### src/rtl/acg_pkg.sv
// acg_pkg: shared types, codes, register defaults and sine table math for the
// audio cue tone generator. No dependencies; every rtl file imports it.
package acg_pkg;

    localparam int UNIT_W     = 14;
    localparam int BASE_W     = 27;
    localparam int STEP_W     = 32;
    localparam int RATIO_W    = 32;
    localparam int FADE_W     = 12;
    localparam int GAIN_W     = 24;
    localparam int INDEX_W    = 17;
    localparam int WAVE_W     = 25;
    localparam int PROD_W     = 48;
    localparam int SAMPLE_W   = 16;
    localparam int CFG_IDX_W  = 3;
    localparam int CFG_DATA_W = 32;

    localparam int SINE_ENTRIES_DEFAULT = 1024;
    localparam int PHASE_BITS_DEFAULT   = 32;

    localparam logic CMD_START = 1'b0;
    localparam logic CMD_TICK  = 1'b1;

    localparam logic [1:0] CUE_SUCCESS = 2'd0;
    localparam logic [1:0] CUE_ALARM   = 2'd1;
    localparam logic [1:0] CUE_INFO    = 2'd2;
    localparam logic [1:0] CUE_NONE    = 2'd3;

    localparam logic [CFG_IDX_W-1:0] CFG_UNIT_SAMPLES    = 3'd0;
    localparam logic [CFG_IDX_W-1:0] CFG_BASE_PHASE_STEP = 3'd1;
    localparam logic [CFG_IDX_W-1:0] CFG_SWEEP_RATIO     = 3'd2;
    localparam logic [CFG_IDX_W-1:0] CFG_SUCCESS_DECAY   = 3'd3;
    localparam logic [CFG_IDX_W-1:0] CFG_INFO_DECAY      = 3'd4;
    localparam logic [CFG_IDX_W-1:0] CFG_FADE_STEP       = 3'd5;

    localparam logic [UNIT_W-1:0]  UNIT_SAMPLES_RST    = 14'd2400;
    localparam logic [BASE_W-1:0]  BASE_PHASE_STEP_RST = 27'd19685267;
    localparam logic [RATIO_W-1:0] SWEEP_RATIO_RST     = 32'd2147793775;
    localparam logic [RATIO_W-1:0] SUCCESS_DECAY_RST   = 32'd4293937233;
    localparam logic [RATIO_W-1:0] INFO_DECAY_RST      = 32'd4293593981;
    localparam logic [FADE_W-1:0]  FADE_STEP_RST       = 12'd350;

    localparam logic [GAIN_W-1:0]   GAIN_START = 24'd1677722;
    localparam logic [WAVE_W-1:0]   ONE_Q24    = 25'h100_0000;
    localparam logic [SAMPLE_W-1:0] PCM_MAX    = 16'd32767;

    localparam logic [31:0] SIN_PA1 = 32'd1686629713;
    localparam logic [31:0] SIN_PA3 = 32'd693598668;
    localparam logic [31:0] SIN_PA5 = 32'd85569306;
    localparam logic [31:0] SIN_PA7 = 32'd5026995;
    localparam logic [31:0] SIN_PA9 = 32'd172272;

    typedef struct packed {
        logic [UNIT_W-1:0]  unit_samples;
        logic [BASE_W-1:0]  base_phase_step;
        logic [RATIO_W-1:0] sweep_ratio;
        logic [RATIO_W-1:0] success_decay;
        logic [RATIO_W-1:0] info_decay;
        logic [FADE_W-1:0]  fade_step;
    } acg_cfg_t;

    typedef struct packed {
        logic [31:0]       phase;
        logic [GAIN_W-1:0] gain;
        logic [1:0]        cue;
        logic              last;
    } acg_snap_t;

    typedef struct packed {
        logic [PROD_W-1:0] prod;
        logic              neg;
        logic              last;
    } acg_prod_t;

    // sin(pi/2 * u / 2^30) in unsigned Q1.24 by odd polynomial, Q30 Horner
    function automatic logic [WAVE_W-1:0] quarter_sine(input logic [63:0] u);
        logic [63:0] u2;
        logic [63:0] p;
        logic [63:0] s;
        u2 = (u * u) >> 30;
        p  = 64'(SIN_PA9);
        p  = 64'(SIN_PA7) - ((u2 * p) >> 30);
        p  = 64'(SIN_PA5) - ((u2 * p) >> 30);
        p  = 64'(SIN_PA3) - ((u2 * p) >> 30);
        p  = 64'(SIN_PA1) - ((u2 * p) >> 30);
        s  = (u * p) >> 30;
        s  = (s + 64'd32) >> 6;
        if (s > 64'(ONE_Q24)) begin
            s = 64'(ONE_Q24);
        end
        return WAVE_W'(s);
    endfunction

endpackage

### src/rtl/acg_cue_ctrl.sv
// acg_cue_ctrl: cue sequencer state (phase, sample index, step, gain, length).
// Updates once per accepted item; hands a snapshot of each sample to the wave path.
// Depends on acg_pkg.
module acg_cue_ctrl import acg_pkg::*; #(
    parameter int PHASE_BITS = PHASE_BITS_DEFAULT
) (
    input  logic      aclk,
    input  logic      aresetn,
    input  acg_cfg_t  cfg,
    input  logic      s_valid,
    input  logic      s_ready,
    input  logic      s_command,
    input  logic [1:0] s_cue,
    output logic      snap_valid,
    output acg_snap_t snap
);

    logic [PHASE_BITS-1:0] phase_reg, phase_next;
    logic [INDEX_W-1:0]    index_reg, index_next;
    logic [INDEX_W-1:0]    len_reg, len_next;
    logic [STEP_W-1:0]     step_reg, step_next;
    logic [GAIN_W-1:0]     gain_reg, gain_next;
    logic [1:0]            cue_reg, cue_next;
    logic                  playing_reg, playing_next;

    logic                  accept;
    logic                  start_ok;
    logic                  tick;
    logic [INDEX_W:0]      next_idx;
    logic                  last;
    logic [INDEX_W:0]      two_u, four_u, six_u;
    logic [63:0]           sweep_prod;
    logic [32:0]           sweep_q;
    logic [STEP_W-1:0]     step_sweep;
    logic [RATIO_W-1:0]    decay;
    logic [56:0]           decay_prod;
    logic [GAIN_W-1:0]     gain_decay;
    logic [GAIN_W-1:0]     gain_fade;
    logic [STEP_W-1:0]     base_1, base_2, base_3, base_4, base_8;

    assign accept   = s_valid && s_ready;
    assign start_ok = accept && (s_command == CMD_START) && (s_cue != CUE_NONE)
                      && (cfg.unit_samples != '0);
    assign tick     = accept && (s_command == CMD_TICK) && playing_reg;

    assign next_idx = (INDEX_W+1)'(index_reg) + (INDEX_W+1)'(1);
    assign last     = next_idx >= (INDEX_W+1)'(len_reg);

    assign two_u  = (INDEX_W+1)'(cfg.unit_samples) << 1;
    assign four_u = (INDEX_W+1)'(cfg.unit_samples) << 2;
    assign six_u  = four_u + two_u;

    assign base_1 = STEP_W'(cfg.base_phase_step);
    assign base_2 = base_1 << 1;
    assign base_3 = base_2 + base_1;
    assign base_4 = base_1 << 2;
    assign base_8 = base_1 << 3;

    assign sweep_prod = 64'(step_reg) * 64'(cfg.sweep_ratio) + 64'h4000_0000;
    assign sweep_q    = sweep_prod[63:31];
    assign step_sweep = sweep_q[32] ? '1 : sweep_q[31:0];

    assign decay      = (cue_reg == CUE_SUCCESS) ? cfg.success_decay : cfg.info_decay;
    assign decay_prod = 57'(gain_reg) * 57'(decay) + 57'h8000_0000;
    assign gain_decay = decay_prod[55:32];
    assign gain_fade  = (gain_reg > GAIN_W'(cfg.fade_step))
                        ? gain_reg - GAIN_W'(cfg.fade_step) : '0;

    always_comb begin
        phase_next   = phase_reg;
        index_next   = index_reg;
        len_next     = len_reg;
        step_next    = step_reg;
        gain_next    = gain_reg;
        cue_next     = cue_reg;
        playing_next = playing_reg;
        if (start_ok) begin
            phase_next   = '0;
            index_next   = '0;
            gain_next    = GAIN_START;
            cue_next     = s_cue;
            playing_next = 1'b1;
            case (s_cue)
                CUE_SUCCESS: begin
                    len_next  = INDEX_W'(four_u);
                    step_next = base_4;
                end
                CUE_ALARM: begin
                    len_next  = INDEX_W'((INDEX_W+1)'(cfg.unit_samples) << 3);
                    step_next = base_2;
                end
                default: begin
                    len_next  = INDEX_W'(two_u + (INDEX_W+1)'(cfg.unit_samples));
                    step_next = base_3;
                end
            endcase
        end else if (tick) begin
            phase_next = phase_reg + step_reg[STEP_W-1 -: PHASE_BITS];
            index_next = INDEX_W'(next_idx);
            if (last) begin
                playing_next = 1'b0;
            end
            case (cue_reg)
                CUE_SUCCESS: begin
                    step_next = (next_idx < two_u) ? step_sweep : base_8;
                    gain_next = gain_decay;
                end
                CUE_ALARM: begin
                    step_next = ((next_idx < two_u) || (next_idx >= four_u)) ? base_2 : base_1;
                    gain_next = (next_idx <= six_u) ? GAIN_START : gain_fade;
                end
                default: begin
                    step_next = base_3;
                    gain_next = gain_decay;
                end
            endcase
        end
    end

    always_ff @(posedge aclk) begin
        if (!aresetn) begin
            phase_reg   <= '0;
            index_reg   <= '0;
            len_reg     <= '0;
            step_reg    <= '0;
            gain_reg    <= '0;
            cue_reg     <= CUE_SUCCESS;
            playing_reg <= 1'b0;
        end else begin
            phase_reg   <= phase_next;
            index_reg   <= index_next;
            len_reg     <= len_next;
            step_reg    <= step_next;
            gain_reg    <= gain_next;
            cue_reg     <= cue_next;
            playing_reg <= playing_next;
        end
    end

    assign snap_valid = tick;
    assign snap.phase = 32'(phase_reg) << (32 - PHASE_BITS);
    assign snap.gain  = gain_reg;
    assign snap.cue   = cue_reg;
    assign snap.last  = last;

    a_index_in_range: assert property (@(posedge aclk) disable iff (!aresetn)
        playing_reg |-> (index_reg < len_reg))
        else $error("sample index beyond cue length while playing");

    a_last_stops: assert property (@(posedge aclk) disable iff (!aresetn)
        (snap_valid && snap.last) |=> !playing_reg)
        else $error("cue still playing after its final sample");

    a_bad_cue_ignored: assert property (@(posedge aclk) disable iff (!aresetn)
        (accept && (s_command == CMD_START) && (s_cue == CUE_NONE))
        |=> (playing_reg == $past(playing_reg)) && (cue_reg == $past(cue_reg)))
        else $error("start with unused cue code changed state");

    a_cue_valid: assert property (@(posedge aclk) disable iff (!aresetn)
        playing_reg |-> (cue_reg != CUE_NONE))
        else $error("playing with unused cue code");

endmodule

### config.mk
export PLATFORM = sky130hd
export DESIGN_NAME = acg_cue_ctrl
export DESIGN_NICKNAME = d
export VERILOG_FILES = /design/src/rtl/acg_pkg.sv /design/src/rtl/acg_cue_ctrl.sv
export SDC_FILE = /design/constraint.sdc
export NUM_CORES = 2
export LEC_CHECK = 0
export BUFFER_PORTS_ARGS = -buffer_cell sky130_fd_sc_hd__buf_2
export CAP_MARGIN = 20
export CORE_AREA = 2 2 388 390
export DETAILED_ROUTE_END_ITERATION = 6
export DIE_AREA = 0 0 390 392
export HOLD_SLACK_MARGIN = 0.1
export PLACE_DENSITY = 0.74
export SLEW_MARGIN = 20
export SYNTH_ARGS = -nofsm -noshare
export SYNTH_HDL_FRONTEND = slang
export SYNTH_SLANG_ARGS = --single-unit
### constraint.sdc
create_clock -name aclk -period 32.9 [get_ports aclk]
set_input_delay 9.87 -clock aclk [delete_from_list [all_inputs] [get_ports aclk]]
set_output_delay 9.87 -clock aclk [all_outputs]
set_load 0.05 [all_outputs]
======== Word level (Yosys, flattened, before mapping) ========
Cells that the tools add are included.
word-level totals
  register bits after elaboration ......... 125
  input port bits ......................... 156
  output and inout bits ................... 60
  word-level logic and storage cells ...... 59
cells by class
  magnitude comparators ................... 5
  add/sub/neg operators ................... 8
  bitwise operators ....................... 2
  multiply operators ...................... 2
  eq/ne operators ......................... 3
  multiplexer cells ....................... 17
  reduce and logical (&&, ||, !) cells .... 14
operators by type and width
  cell                                            number
  2-to-1 mux 32 bit                               5
  2-to-1 mux 24 bit                               3
  adder 64 x 31 -> 64 bit, second input constant  1
  multiplier 32 x 32 -> 64 bit                    1
  one-hot mux 32 bit (2 select lines)             1
  one-hot mux 29 bit (2 select lines)             1
  adder 56 x 32 -> 56 bit, second input constant  1
  multiplier 24 x 32 -> 56 bit                    1
  2-to-1 mux 21 bit                               2
  one-hot mux 17 bit (2 select lines)             1
  adder 32 bit                                    1
  adder 28 x 27 -> 29 bit                         1
  2-to-1 mux 28 bit                               1
  > comparator 24 x 12 -> 1 bit                   1
  subtractor 24 x 12 -> 24 bit                    1
  adder 17 x 1 -> 18 bit, second input constant   1
  greater-or-equal comparator 18 x 16 -> 1 bit    1
  greater-or-equal comparator 18 x 17 -> 1 bit    1
  <= comparator 18 x 17 -> 1 bit                  1
  less-than comparator 18 x 15 -> 1 bit           1
  adder 16 x 15 -> 17 bit                         1
  adder 15 x 14 -> 16 bit                         1
  nonzero test 14 bit                             1
  logical AND 1 bit                               6
  other kinds (9)                                 15

======== Logic depth before layout (Yosys ltp) ========
  depth in word-level cells ............... 7
  gate-level depth with buffers ........... 31
  mapped depth without buffers ............ 28

======== Least setup slack after synthesis ========
Ideal clock, no wire load.
  path type ............................... input -> output
  start point ............................. input s_command
  end point ............................... output snap_valid
  data arrival time ....................... 11302 ps
  path slack .............................. 11728 ps
  cell stages on the path ................. 5
  buffers on the path ..................... 3
  required time ........................... 23030 ps
  cell sequence ........................... nand4_1 > inv_1 > clkbuf_1 > clkbuf_1 > clkbuf_1
between the ends
  cells in the longest elaborated chain, start to end .. 2
ends and longest elaborated chain
  item                             line                RTL
  start: declaration               acg_cue_ctrl.sv:12  input logic s_command,
  logical AND 1 bit (2 in series)  acg_cue_ctrl.sv:44  assign tick = accept && (s_command == CMD_TICK) && playing_reg;
  end: declaration                 acg_cue_ctrl.sv:14  output logic snap_valid,
Every way passes these cells.

======== Worst setup path after layout ========
Ends and elaborated chain as after synthesis.

==> results.json <==
{
  "hold_viol": 0,
  "r2r_start": "cue_reg[0]$_SDFFE_PN0P_",
  "die_area_sq_um": 153000,
  "fin_crit_ns": 21.04,
  "root_buffer": "clkbuf_16",
  "synth_edf_count": 0,
  "die_h_microns": 392,
  "clkPwrFrac_pct": 14.7,
  "rsz0062_at_grt": "no",
  "numPortBuffers": 215,
  "drtIter0Drc": 3912,
  "critPathLaunchType": "primary input",
  "cap_violations": 0,
  "io_pins": 216,
  "grt-ovfl-total": 0,
  "dieWidth_microns": 390,
  "tritoncts": "done",
  "tightest_slew_ns": 1.12,
  "synthArstFlopShare_pct": 0,
  "cts_resized": 0,
  "gr-usage-all-layers_pct": 26.2,
  "yosysUniqueCellTypes": 83,
  "clk_pin_slew_worst_paths_ns": 0.06,
  "internal-power_uw": 670,
  "place_area_sq_um": 71900,
  "crit_path_end_kind": "primary output",
  "cts.sinks": 125,
  "gp_congestion": 0.960,
  "ys_ff_latch": 125,
  "vdd_drop_max_uv": 42.2,
  "syn-num-nets": 10300,
  "final_cell_mix": "inv_1 (1647), fa_1 (1558), nand2_1 (1129), and2_1 (869), ha_1 (645)",
  "cp-startpoint": "s_command",
  "maxSlewViolCount": 0,
  "slew-limit-headroom_pct": 25.2,
  "seqPwrFrac_pct": 11.5,
  "num_vias": 55200,
  "routed_wl_microns": 196000,
  "final_common_cell": "inv_1",
  "fin_crit_sh_pct": 63.9,
  "drive_gt1_share_pct": 4.99,
  "r2r_slack_ns": 22.26,
  "antenna_found_initial": 9,
  "htreeDepth": 4,
  "clk-insertion-delay-late_ns": 0.47,
  "fmax_ghz": 0.0475,
  "comb_power_share_pct": 73.9,
  "final_area_sq_um": 72500,
  "wire_per_inst_microns": 20.0,
  "cts_setup_buffers": 0,
  "r2r-end": "gain_reg[23]$_SDFFE_PP0P_",
  "avgSynthCellArea_sq_um": 8.71,
  "dp_hpwl_microns": 151000,
  "grt_max_degree": 75,
  "cts_buffers": 17,
  "vias_per_cell": 5.63,
  "cp.arrival_ns": 11.17,
  "yosysWarnings": 0,
  "power.net_switching_uw": 740,
  "num_rows": 142,
  "cts_hold_buf": 0,
  "antenna_left": 0,
  "status": "complete, no violations",
  "holdWs_ns": 0.465,
  "fin_setup_tns_ns": 0,
  "power_density_nw_per_um2": 19.4,
  "clock_skew_ns": 0.0134,
  "core-area_sq_um": 149000,
  "initial_core_util_pct": 46.6,
  "r2r_cells": 28,
  "syn_inst": 7968,
  "fin_util_pct": 48.7,
  "worstPathRequired_ns": 23.03,
  "p_leak_uw": 0.0368,
  "hp-class": "reg -> reg",
  "setup_viol": 0,
  "crit_type": "in -> out",
  "area_delta_synth_final_pct": 4.49,
  "nNetsFinal": 10200,
  "swShare_pct": 52.5,
  "synth-seq-area-share_pct": 3.61,
  "grt_pass1_vias": 59800,
  "cp_max_fo": 25,
  "grt_first_pass_wirelength_microns": 317000,
  "crit_end": "snap_valid",
  "drcViolationCount": 0,
  "cts_buffer_depth": 2,
  "syn-cell-area_sq_um": 69400,
  "firstDrtPassIters": 6,
  "synth_ff_type": "dfxtp_1"
}
## layer usage
layer,global-route usage [%],vias to the layer above,wire (microns)
met4,12.8,2,11300
met5,0,-,14
li1,-,24000,-
met2,43.7,2484,91500
met3,5.40,665,18400
met1,32.3,28100,74500
## power by group through the flow
stage,Clock [uW],Combinational [uW],Sequential (uW)
after global routing,214,1170,162
after detailed placement,0,1020,165
after floorplan,0,716,165
after global placement,0,1000,164
after CTS,208,1040,161
final,207,1040,162
## area by class of cell
| class | instances | area, sq um |
|---|---|---|
| multi-input combinational | 5762 | 59100 |
| tap | 1944 | 2430 |
| sequential | 125 | 2500 |
| fill | 13800 | 76400 |
| clock inverter | 13 | 164 |
| antenna | 3 | 7.51 |
| clock buffer | 19 | 453 |
| inverter | 1648 | 6190 |
| timing repair buffer | 296 | 1680 |
## cells in the mapped netlist (all sizes together), types with 33 or more instances
cell type / n / share of area [%]
inv: 1648 / 8.9
xor2: 62 / 0.78
nand2: 1130 / 6.1
nor2b: 50 / 0.45
dfxtp: 125 / 3.6
and2: 870 / 7.8
nor3: 47 / 0.34
xnor2: 86 / 1.1
o21ai: 168 / 1.2
mux2: 38 / 0.62
a21oi: 259 / 1.9
a21o: 81 / 0.88
nor2: 184 / 1.0
fa: 1558 / 45
ha: 645 / 12
nand3: 61 / 0.44
nand4: 33 / 0.30
a211oi: 66 / 0.72
mux2i: 40 / 0.58
clkbuf: 409 / 2.2
## stage by stage
step | std cells | total power [uW] | setup WS [ns]
3_3_place_gp | 9775 | 1170 | 11.92
2_1_floorplan | 7968 | 881 | 11.73
3_5_place_dp | 9775 | 1190 | 11.91
5_1_grt | 9808 | 1540 | 11.84
4_1_cts | 9807 | 1410 | 11.91
6_report | 9810 | 1410 | 11.86
## how the worst min path moves through the flow
stage | cells past startpoint | start | end
finish | 2 | len_reg[0]$_SDFFE_PN0P_ | len_reg[0]$_SDFFE_PN0P_
global route | 2 | phase_reg[14]$_SDFFE_PP0P_ | phase_reg[14]$_SDFFE_PP0P_
CTS | 2 | len_reg[0]$_SDFFE_PN0P_ | len_reg[0]$_SDFFE_PN0P_
detailed placement | 2 | len_reg[0]$_SDFFE_PN0P_ | len_reg[0]$_SDFFE_PN0P_
global placement | 2 | len_reg[0]$_SDFFE_PN0P_ | len_reg[0]$_SDFFE_PN0P_
floorplan | 2 | len_reg[0]$_SDFFE_PN0P_ | len_reg[0]$_SDFFE_PN0P_
## cells by family (layout without fill, tap and decap cells)
group / after synthesis / after routing / synth area share (%)
AOI/OAI and AO/OA: 855 / 855 / 8.00
xor gates and xnor gates: 148 / 148 / 1.87
adders and majority gates: 2203 / 2203 / 56.6
buffers and inverters: 2081 / 1976 / 11.3
DFF: 125 / 125 / 3.61
muxes: 78 / 78 / 1.20
other: 0 / 3 / 0
and+or+nand+nor: 2478 / 2478 / 17.5
## critical path, cell delays in order
cell and delay (ns):
buf_2 0.11, nand4_1 0.10, buf_4 0.24, inv_2 0.08, buf_4 0.34, buf_2 0.40
Note: power is estimated with default switching activity, not from simulation.
